[src/rtl/sha_pkg.sv]
// Package with SHA-256 constants, types and round functions.
package sha_pkg;

   localparam int unsigned BlockBytes = 64;
   localparam int unsigned LengthOffset = 56;
   localparam logic [7:0] PadByte = 8'h80;

   typedef logic [255:0] chain_type;

   // Commands from the controller to the datapath.
   typedef struct packed {
      logic       write_byte;
      logic [7:0] wdata;
      logic       count_byte;
      logic       start_block;
      logic       do_round;
      logic       finish_block;
      logic       restart;
   } dp_cmd_type;

   // Status from the datapath to the controller.
   typedef struct packed {
      logic       block_full;
      logic [5:0] fill;
      logic [5:0] round;
      logic [63:0] bit_len;
   } dp_status_type;

   function automatic logic [31:0] round_const(input logic [5:0] i);
      logic [31:0] k [64];
      k = '{
         32'h428a2f98,32'h71374491,32'hb5c0fbcf,32'he9b5dba5,32'h3956c25b,32'h59f111f1,
         32'h923f82a4,32'hab1c5ed5,32'hd807aa98,32'h12835b01,32'h243185be,32'h550c7dc3,
         32'h72be5d74,32'h80deb1fe,32'h9bdc06a7,32'hc19bf174,32'he49b69c1,32'hefbe4786,
         32'h0fc19dc6,32'h240ca1cc,32'h2de92c6f,32'h4a7484aa,32'h5cb0a9dc,32'h76f988da,
         32'h983e5152,32'ha831c66d,32'hb00327c8,32'hbf597fc7,32'hc6e00bf3,32'hd5a79147,
         32'h06ca6351,32'h14292967,32'h27b70a85,32'h2e1b2138,32'h4d2c6dfc,32'h53380d13,
         32'h650a7354,32'h766a0abb,32'h81c2c92e,32'h92722c85,32'ha2bfe8a1,32'ha81a664b,
         32'hc24b8b70,32'hc76c51a3,32'hd192e819,32'hd6990624,32'hf40e3585,32'h106aa070,
         32'h19a4c116,32'h1e376c08,32'h2748774c,32'h34b0bcb5,32'h391c0cb3,32'h4ed8aa4a,
         32'h5b9cca4f,32'h682e6ff3,32'h748f82ee,32'h78a5636f,32'h84c87814,32'h8cc70208,
         32'h90befffa,32'ha4506ceb,32'hbef9a3f7,32'hc67178f2};
      return k[i];
   endfunction

   localparam chain_type InitVector = {
      32'h6a09e667, 32'hbb67ae85, 32'h3c6ef372, 32'ha54ff53a,
      32'h510e527f, 32'h9b05688c, 32'h1f83d9ab, 32'h5be0cd19};

   function automatic logic [31:0] rotr(input logic [31:0] x, input int unsigned r);
      return (x >> r) | (x << (32 - r));
   endfunction

endpackage

[src/rtl/sha_stream_if.sv]
// Valid/ready stream interfaces for request and response channels.
interface sha_req_if;
   logic       valid;
   logic       ready;
   logic [7:0] data_byte;
   logic       byte_present;
   logic       end_of_message;
   modport source (output valid, data_byte, byte_present, end_of_message, input ready);
   modport sink (input valid, data_byte, byte_present, end_of_message, output ready);
endinterface

interface sha_rsp_if;
   logic        valid;
   logic        ready;
   logic [31:0] digest_word;
   logic [2:0]  word_index;
   logic        last_word;
   modport source (output valid, digest_word, word_index, last_word, input ready);
   modport sink (input valid, digest_word, word_index, last_word, output ready);
endinterface

[src/rtl/sha_datapath.sv]
// Datapath: byte packing into the message schedule, round logic and chaining words.
module sha_datapath (
   input  logic                   clock,
   input  logic                   reset,
   input  sha_pkg::dp_cmd_type    cmd,
   output sha_pkg::dp_status_type status,
   output sha_pkg::chain_type     chain
);

   logic [5:0]  fill_ff, fill_in;
   logic        full_ff, full_in;
   logic [63:0] len_ff, len_in;
   logic [5:0]  round_ff, round_in;
   logic [31:0] w_ff [16];
   logic [31:0] v_ff [8];
   sha_pkg::chain_type chain_ff, chain_in;
   logic [31:0] wi, s0, s1, ch, mj, t1, t2, e0, e1, w15, w2;

   // Schedule word and round function for the current round.
   always_comb begin
      w15 = w_ff[4'(round_ff + 6'd1)];
      w2  = w_ff[4'(round_ff + 6'd14)];
      s0  = sha_pkg::rotr(w15, 7) ^ sha_pkg::rotr(w15, 18) ^ (w15 >> 3);
      s1  = sha_pkg::rotr(w2, 17) ^ sha_pkg::rotr(w2, 19) ^ (w2 >> 10);
      if (round_ff < 6'd16) begin
         wi = w_ff[round_ff[3:0]];
      end else begin
         wi = w_ff[round_ff[3:0]] + s0 + w_ff[4'(round_ff + 6'd9)] + s1;
      end
      e1 = sha_pkg::rotr(v_ff[4], 6) ^ sha_pkg::rotr(v_ff[4], 11) ^ sha_pkg::rotr(v_ff[4], 25);
      ch = (v_ff[4] & v_ff[5]) ^ (~v_ff[4] & v_ff[6]);
      t1 = v_ff[7] + e1 + ch + sha_pkg::round_const(round_ff) + wi;
      e0 = sha_pkg::rotr(v_ff[0], 2) ^ sha_pkg::rotr(v_ff[0], 13) ^ sha_pkg::rotr(v_ff[0], 22);
      mj = (v_ff[0] & v_ff[1]) ^ (v_ff[0] & v_ff[2]) ^ (v_ff[1] & v_ff[2]);
      t2 = e0 + mj;
   end

   // Control counters and chaining words.
   always_comb begin
      fill_in  = fill_ff;
      full_in  = full_ff;
      len_in   = len_ff;
      round_in = round_ff;
      chain_in = chain_ff;
      if (cmd.count_byte) len_in = len_ff + 64'd1;
      if (cmd.write_byte) begin
         fill_in = fill_ff + 6'd1;
         full_in = (fill_ff == 6'd63);
      end
      if (cmd.start_block) begin
         round_in = '0;
         full_in  = 1'b0;
      end
      if (cmd.do_round) round_in = round_ff + 6'd1;
      if (cmd.finish_block) begin
         for (int k = 0; k < 8; k++) begin
            chain_in[255-32*k -: 32] = chain_ff[255-32*k -: 32] + v_ff[k];
         end
      end
      if (cmd.restart) begin
         chain_in = sha_pkg::InitVector;
         len_in   = '0;
         fill_in  = '0;
      end
   end

   always_ff @(posedge clock) begin
      if (reset) begin
         fill_ff  <= '0;
         full_ff  <= 1'b0;
         len_ff   <= '0;
         round_ff <= '0;
         chain_ff <= sha_pkg::InitVector;
      end else begin
         fill_ff  <= fill_in;
         full_ff  <= full_in;
         len_ff   <= len_in;
         round_ff <= round_in;
         chain_ff <= chain_in;
      end
   end

   // Schedule and working registers: bytes are packed straight into the schedule words,
   // the first byte of a word highest; at block start the working words are loaded,
   // then one round runs per cycle.
   always_ff @(posedge clock) begin
      if (cmd.start_block) begin
         for (int k = 0; k < 8; k++) v_ff[k] <= chain_ff[255-32*k -: 32];
      end else if (cmd.do_round) begin
         w_ff[round_ff[3:0]] <= wi;
         v_ff[7] <= v_ff[6];
         v_ff[6] <= v_ff[5];
         v_ff[5] <= v_ff[4];
         v_ff[4] <= v_ff[3] + t1;
         v_ff[3] <= v_ff[2];
         v_ff[2] <= v_ff[1];
         v_ff[1] <= v_ff[0];
         v_ff[0] <= t1 + t2;
      end else if (cmd.write_byte) begin
         w_ff[fill_ff[5:2]][{~fill_ff[1:0], 3'b000} +: 8] <= cmd.wdata;
      end
   end

   assign status.block_full = full_ff;
   assign status.fill       = fill_ff;
   assign status.round      = round_ff;
   assign status.bit_len    = {len_ff[60:0], 3'b000};
   assign chain = chain_ff;

endmodule

[src/rtl/sha_controller.sv]
// Controller: accepts bytes, sequences padding, compression and digest output.
module sha_controller (
   input  logic                   clock,
   input  logic                   reset,
   sha_req_if.sink                req,
   sha_rsp_if.source              rsp,
   input  sha_pkg::dp_status_type status,
   input  sha_pkg::chain_type     chain,
   output sha_pkg::dp_cmd_type    cmd
);

   typedef enum logic [2:0] {
      S_IDLE, S_LOAD, S_ROUND, S_ADD, S_PAD, S_OUT
   } state_type;

   state_type   state_ff, state_in;
   logic        fin_ff, fin_in;
   logic        pad_ff, pad_in;
   logic        len_blk_ff, len_blk_in;
   logic [63:0] bits_ff, bits_in;
   logic [2:0]  idx_ff, idx_in;
   logic        take;

   assign req.ready = (state_ff == S_IDLE);
   assign take = req.valid && req.ready;

   // Next-state and command logic.
   always_comb begin
      state_in   = state_ff;
      fin_in     = fin_ff;
      pad_in     = pad_ff;
      len_blk_in = len_blk_ff;
      bits_in    = bits_ff;
      idx_in     = idx_ff;
      cmd        = '0;
      unique case (state_ff)
         S_IDLE: begin
            if (take) begin
               cmd.write_byte = req.byte_present;
               cmd.wdata      = req.data_byte;
               cmd.count_byte = req.byte_present;
               if (req.end_of_message) begin
                  fin_in   = 1'b1;
                  pad_in   = 1'b1;
                  state_in = S_PAD;
               end else if (req.byte_present && status.fill == 6'd63) begin
                  state_in = S_LOAD;
               end
            end
         end
         S_PAD: begin
            if (status.block_full) begin
               state_in = S_LOAD;
            end else begin
               cmd.write_byte = 1'b1;
               if (pad_ff) begin
                  // The length fits in this block only if the pad byte lands before it.
                  cmd.wdata  = sha_pkg::PadByte;
                  bits_in    = status.bit_len;
                  pad_in     = 1'b0;
                  len_blk_in = (status.fill < 6'(sha_pkg::LengthOffset));
               end else if (len_blk_ff && status.fill >= 6'(sha_pkg::LengthOffset)) begin
                  cmd.wdata = bits_ff[63:56];
                  bits_in   = {bits_ff[55:0], 8'h00};
               end else begin
                  cmd.wdata = 8'h00;
               end
               if (status.fill == 6'd63) state_in = S_LOAD;
            end
         end
         S_LOAD: begin
            cmd.start_block = 1'b1;
            state_in = S_ROUND;
         end
         S_ROUND: begin
            cmd.do_round = 1'b1;
            if (status.round == 6'd63) state_in = S_ADD;
         end
         S_ADD: begin
            cmd.finish_block = 1'b1;
            if (!fin_ff) state_in = S_IDLE;
            else if (pad_ff || !len_blk_ff) begin
               state_in   = S_PAD;
               len_blk_in = 1'b1;
            end else begin
               state_in = S_OUT;
               idx_in   = '0;
            end
         end
         S_OUT: begin
            if (rsp.ready) begin
               idx_in = idx_ff + 3'd1;
               if (idx_ff == 3'd7) begin
                  cmd.restart = 1'b1;
                  fin_in      = 1'b0;
                  len_blk_in  = 1'b0;
                  state_in    = S_IDLE;
               end
            end
         end
         default: state_in = S_IDLE;
      endcase
   end

   always_ff @(posedge clock) begin
      if (reset) begin
         state_ff   <= S_IDLE;
         fin_ff     <= 1'b0;
         pad_ff     <= 1'b0;
         len_blk_ff <= 1'b0;
         bits_ff    <= '0;
         idx_ff     <= '0;
      end else begin
         state_ff   <= state_in;
         fin_ff     <= fin_in;
         pad_ff     <= pad_in;
         len_blk_ff <= len_blk_in;
         bits_ff    <= bits_in;
         idx_ff     <= idx_in;
      end
   end

   assign rsp.valid       = (state_ff == S_OUT);
   assign rsp.digest_word = chain[255 - 32*idx_ff -: 32];
   assign rsp.word_index  = idx_ff;
   assign rsp.last_word   = (idx_ff == 3'd7);

`ifndef SYNTHESIS
   a_no_req_busy: assert property (@(posedge clock) disable iff (reset)
      (state_ff != S_IDLE) |-> !req.ready) else $error("ready while busy");
   a_last: assert property (@(posedge clock) disable iff (reset)
      (rsp.valid && rsp.ready && rsp.last_word) |=> (state_ff == S_IDLE))
      else $error("no return to idle after last word");
   a_round_run: assert property (@(posedge clock) disable iff (reset)
      (state_ff == S_LOAD) |=> (state_ff == S_ROUND && status.round == 6'd0))
      else $error("round counter not cleared");
`endif

endmodule

[src/rtl/sha256_message_digest_unit.sv]
// Top level of the SHA-256 message digest unit.
//  channel | dir | fields
//  req     | in  | data_byte[7:0], byte_present, end_of_message
//  rsp     | out | digest_word[31:0], word_index[2:0], last_word
// A byte transfer is taken while the unit is idle; the 64th byte of a block then
// runs the one-round-per-cycle compression loop before the next byte is accepted.
// A closing transfer pads the message, compresses one or two blocks,
// then presents eight words, each held until rsp.ready.
// Synchronous active-high reset restores the initial vector.
module sha256_message_digest_unit (
   input logic       clock,
   input logic       reset,
   sha_req_if.sink   req,
   sha_rsp_if.source rsp
);

   sha_pkg::dp_cmd_type    cmd;
   sha_pkg::dp_status_type status;
   sha_pkg::chain_type     chain;

   sha_controller u_ctrl (
      .clock(clock), .reset(reset), .req(req), .rsp(rsp),
      .status(status), .chain(chain), .cmd(cmd));

   sha_datapath u_dp (
      .clock(clock), .reset(reset), .cmd(cmd), .status(status), .chain(chain));

endmodule
[src/flat_wrapper.sv]
// flat-port wrapper written by rule: the top's interface ports become plain ports
module sha256_message_digest_unit_flat 
  (clock, reset, req_valid, req_data_byte, req_byte_present, req_end_of_message, req_ready, rsp_valid, rsp_digest_word, rsp_word_index, rsp_last_word, rsp_ready);
  sha_req_if req_i ();
  sha_rsp_if rsp_i ();
  input logic clock;
  input logic reset;
  input wire logic [$bits(req_i.valid)-1:0] req_valid;
  input wire logic [$bits(req_i.data_byte)-1:0] req_data_byte;
  input wire logic [$bits(req_i.byte_present)-1:0] req_byte_present;
  input wire logic [$bits(req_i.end_of_message)-1:0] req_end_of_message;
  output wire logic [$bits(req_i.ready)-1:0] req_ready;
  output wire logic [$bits(rsp_i.valid)-1:0] rsp_valid;
  output wire logic [$bits(rsp_i.digest_word)-1:0] rsp_digest_word;
  output wire logic [$bits(rsp_i.word_index)-1:0] rsp_word_index;
  output wire logic [$bits(rsp_i.last_word)-1:0] rsp_last_word;
  input wire logic [$bits(rsp_i.ready)-1:0] rsp_ready;
  assign req_i.valid = req_valid;
  assign req_i.data_byte = req_data_byte;
  assign req_i.byte_present = req_byte_present;
  assign req_i.end_of_message = req_end_of_message;
  assign req_ready = req_i.ready;
  assign rsp_valid = rsp_i.valid;
  assign rsp_digest_word = rsp_i.digest_word;
  assign rsp_word_index = rsp_i.word_index;
  assign rsp_last_word = rsp_i.last_word;
  assign rsp_i.ready = rsp_ready;
  sha256_message_digest_unit u_core (.clock(clock), .reset(reset), .req(req_i), .rsp(rsp_i));
endmodule
[config.mk]
export PLATFORM = sky130hd
export DESIGN_NAME = sha256_message_digest_unit_flat
export DESIGN_NICKNAME = d
export VERILOG_FILES = /design/src/rtl/sha_pkg.sv /design/src/rtl/sha_stream_if.sv /design/src/rtl/sha_datapath.sv /design/src/rtl/sha_controller.sv /design/src/rtl/sha256_message_digest_unit.sv /design/src/flat_wrapper.sv
export SDC_FILE = /design/constraint.sdc
export NUM_CORES = 2
export LEC_CHECK = 0
export BUFFER_PORTS_ARGS = -buffer_cell sky130_fd_sc_hd__buf_4
export CORE_MARGIN = 3
export CORE_UTILIZATION = 30
export CTS_BUF_LIST = sky130_fd_sc_hd__clkbuf_8
export DETAILED_ROUTE_END_ITERATION = 12
export RECOVER_POWER = 25
export SLEW_MARGIN = 20
export SYNTH_ARGS = -nofsm -noshare
export SYNTH_HDL_FRONTEND = slang
export SYNTH_SLANG_ARGS = --single-unit
[constraint.sdc]
create_clock -name clock -period 16.4 [get_ports clock]
set_input_delay 3.28 -clock clock [delete_from_list [all_inputs] [get_ports clock]]
set_output_delay 3.28 -clock clock [all_outputs]
set_load 0.02 [all_outputs]
==> results.md <==
- Status: complete, but fails checks
- Violations in the final reports: capacitance limit, slew limit
- Latest clock arrival within the worst-skew pair: 0.98 ns
- Wire length of the first global-routing pass: between 400000 and 500000 um
- Initial standard-cell utilization of the core: 30.3%
- Number of nets at the end of the flow: roughly 8500
- Area enclosed by the die boundary: 0.286 mm2
- Crit. End Element: register
- Largest area contributor in the netlist: sky130_fd_sc_hd__edfxtp_1
- Number of placement rows: 193
- CP max FO: 45
- Top Ports: 52
- Required time worst endpoint: 17.01 ns
- Detailed Route WL: 295000 um
- Post-CTS Resized: 0
- Area growth from synthesis to layout: 10.3%
- Max-slew violation total from the final report: around 650
- H-tree Lvls: 4
- Deepest clock path buffer count: 4
- Clock skew: 0.108 ns
- Remaining antenna violation count after routing: 0
- Launch point of the worst reg-to-reg path: u_core.u_dp.round_ff[1]
- Number of hold violations in the final report: 0
- Hold crit path type: reg2reg
- Startpoint Class: register
- Antenna violations before repair: 7
- Finish-stage setup viols: 0
- Unique masters post-synth: 104
- Port bufs: between 50 and 60
- Count of flip-flops with a built-in enable after synthesis: 768
- Highest-delay cell along the critical path: sky130_fd_sc_hd__ha_4
- Global route overflow: 0
- Synth area leaders: sky130_fd_sc_hd__edfxtp_1, sky130_fd_sc_hd__mux4_2, sky130_fd_sc_hd__dfxtp_1
- Max capacitance violation total: 8
- Cell depth of the worst flop-to-flop path: 54
- Ys async rst share: 0%
- Arrival time worst endpoint: between 15 and 20 ns
- CTS root buffer: sky130_fd_sc_hd__clkbuf_8
- Clock sink count: 1172
- List of most frequent post-synthesis cells: sky130_fd_sc_hd__nand2_1, sky130_fd_sc_hd__edfxtp_1, sky130_fd_sc_hd__mux4_2, sky130_fd_sc_hd__a21oi_1, sky130_fd_sc_hd__inv_1
- Core box area: 0.277 mm2
- Smallest hold slack: ~0.49 ns
- Synthesized Nets: 8543
- Timing-limited maximum frequency: 68.9 MHz
- Launch instance of the worst min-delay path: u_core.u_dp.chain[191]
- Clock-pin transition on the worst setup and hold timing paths: ~0.07 ns
- Transition at the pin with the smallest max-transition slack: between 8 and 9 ns
- Worst r2r dst: u_core.u_dp.v_ff[0][31]
- Post CTS Setup Buffer Count: 0
- Final routed DRC violation total: 0
- GRT Overall Usage: 20.0%
- Largest stage delay on the critical path: 0.95 ns
- Layout cell share with drive strength beyond 1: 15.1%
- Clock tree from TritonCTS: done
- Routability congestion estimate from global placement: just under 1
- Post-synthesis instance area: about 0.084 mm2
- Final worst path period share: roughly nine tenths
- Vias/cell: 5.64
- Detail Placement HPWL: 214000 um
- Count leader, synth: sky130_fd_sc_hd__nand2_1
- RSZ-0062 raised after global routing: false
- Sequential-to-total area share from yosys stat: a little under two fifths
- Total via count after detailed routing: 66200
- Post-route minimum period: 14.52 ns
- Hold-critical path endpoint: u_core.u_dp.chain[191]
- Most instantiated flip-flop cell in the synthesis netlist: sky130_fd_sc_hd__edfxtp_1
- Flops & latches, synth: 1172
- Most repeated library cell on the critical path: sky130_fd_sc_hd__inv_1
- Overall die width: 535 um
- Mean instance size in the synthesized netlist: 10.6 um2
- Internal reg-to-reg setup slack: 1.88 ns
- Total clock buffers created by CTS: 208
- Gate count after technology mapping: 7931
- Maximum number of pins on one net before global-route repair: 167
- Number of DRC violations after detailed-routing iteration 0: roughly 8000
- Setup slack after layout: 1.88 ns
- Via count of the first global-routing pass: 63900
- Placed Area: around 0.088 mm2
- Synthesis warning total: 0
- Worst hold path stage count: 2
- Pre-Repair DR Iteration Count: 6
- Sum Neg Setup Slack: 0 ns
- Post-cts hold buffer count: 0
- Avg WL per Cell: around 25 um
- Y dimension of the die: approximately 540 um
- Critical setup path kind: reg2reg
- Max transition margin: -494%
- Final standard cell area without fillers: between 0.09 and 0.1 mm2
- Worst slack after detailed placement: 2.19 ns
- Portion of synthesized cell area occupied by the leading cell type: 27.5%
-- layout make-up --
cell class / count / area, um2
Fill cell: 27600 / 185000
Multi-Input combinational cell: 5832 / 49500
Sequential cell: 1172 / 31200
Tap cell: 3705 / 4640
Clock buffer: 233 / 3210
Inverter: 458 / 1720
Timing Repair Buffer: 196 / 1520
Clock inverter: 144 / 886
Antenna cell: 1 / 2.50
-- kinds of logic (layout without fill, tap and decap cells) --
logic type / count (synthesis) / in the layout / synth area share [%]
and+or+nand+nor: 2173 / 2173 / 11.4
DFF: 1172 / 1172 / 37.1
other: 0 / 1 / 0
AOI/OAI and AO/OA: 1726 / 1726 / 12.9
buffers and inverters: 927 / 1031 / 4.23
adders and majority gates: 603 / 603 / 10.7
xor gates and xnor gates: 599 / 599 / 6.34
muxes: 731 / 731 / 17.3
-- worst max-delay path by stage --
stage | endpoint | slack [ns] | startpoint
5_1_grt | u_core.u_dp.v_ff[0][31] | 0.98 | u_core.u_dp.round_ff[1]
6_report | u_core.u_dp.v_ff[0][31] | 1.88 | u_core.u_dp.round_ff[1]
2_1_floorplan | u_core.u_dp.v_ff[0][31] | 2.13 | u_core.u_dp.round_ff[0]
3_3_place_gp | u_core.u_dp.v_ff[0][31] | 2.21 | u_core.u_dp.round_ff[1]
3_5_place_dp | u_core.u_dp.v_ff[0][31] | 2.19 | u_core.u_dp.round_ff[1]
4_1_cts | u_core.u_dp.v_ff[0][31] | 2.12 | u_core.u_dp.round_ff[1]
-- per-stage QoR --
stage / util, % / cells
2_1_floorplan: - / 7931
4_1_cts: 33.4 / 11700
3_3_place_gp: 31.9 / 11400
3_5_place_dp: 31.9 / 11400
6_report: 33.4 / 11700
5_1_grt: 33.4 / 11700
-- flip-flops by register name, indices dropped and copies added, names as in the netlist, named ones only --
register / cells
u_core.u_dp.full_ff: 1
u_core.u_ctrl.len_blk_ff: 1
u_core.u_ctrl.rsp.word_index: 3
u_core.u_ctrl.state_ff: 3
u_core.u_ctrl.pad_ff: 1
u_core.u_dp.v_ff: 256
u_core.u_ctrl.bits_ff: 61
u_core.u_dp.fill_ff: 6
u_core.u_dp.round_ff: 6
u_core.u_dp.w_ff: 512
u_core.u_dp.len_ff: 61
u_core.u_dp.chain: 256
u_core.u_ctrl.fin_ff: 1
-- per-layer routing --
layer	GRT usage (%)	vias to the layer above	part of all wire, %
met5	0	-	0.0044
met4	7.82	2	4.7
met3	3.49	638	8.7
met2	31.3	3484	45
met1	27.5	33000	42
li1	-	29100	-
-- critical path: cells and delay by family, from the launching register on --
family	cells	cell delay [ns]
and+or+nand+nor	7	0.81
muxes	2	1.19
DFF	1	0.79
xor gates and xnor gates	6	1.08
buffers and inverters	8	0.98
adders and majority gates	10	4.63
AOI/OAI and AO/OA	21	4.58
-- layout by cell type, fill, tap and decap left out, types with 117 or more instances in the layout --
cell / count
sky130_fd_sc_hd__nand3_1: 121
sky130_fd_sc_hd__nor2_1: 403
sky130_fd_sc_hd__fa_1: 195
sky130_fd_sc_hd__clkbuf_8: 233
sky130_fd_sc_hd__xnor2_1: 360
sky130_fd_sc_hd__a21oi_1: 539
sky130_fd_sc_hd__edfxtp_1: 768
sky130_fd_sc_hd__o21ai_0: 325
sky130_fd_sc_hd__a21o_1: 201
sky130_fd_sc_hd__mux2i_1: 120
sky130_fd_sc_hd__mux4_2: 570
sky130_fd_sc_hd__dfxtp_1: 390
sky130_fd_sc_hd__a211oi_1: 117
sky130_fd_sc_hd__ha_1: 399
sky130_fd_sc_hd__nand2_1: 1140
sky130_fd_sc_hd__inv_1: 535
sky130_fd_sc_hd__buf_4: 185
sky130_fd_sc_hd__xor2_1: 232
Power is not shown: default switching activity piles up to over one toggle a cycle in this logic, so the estimate is an artifact.
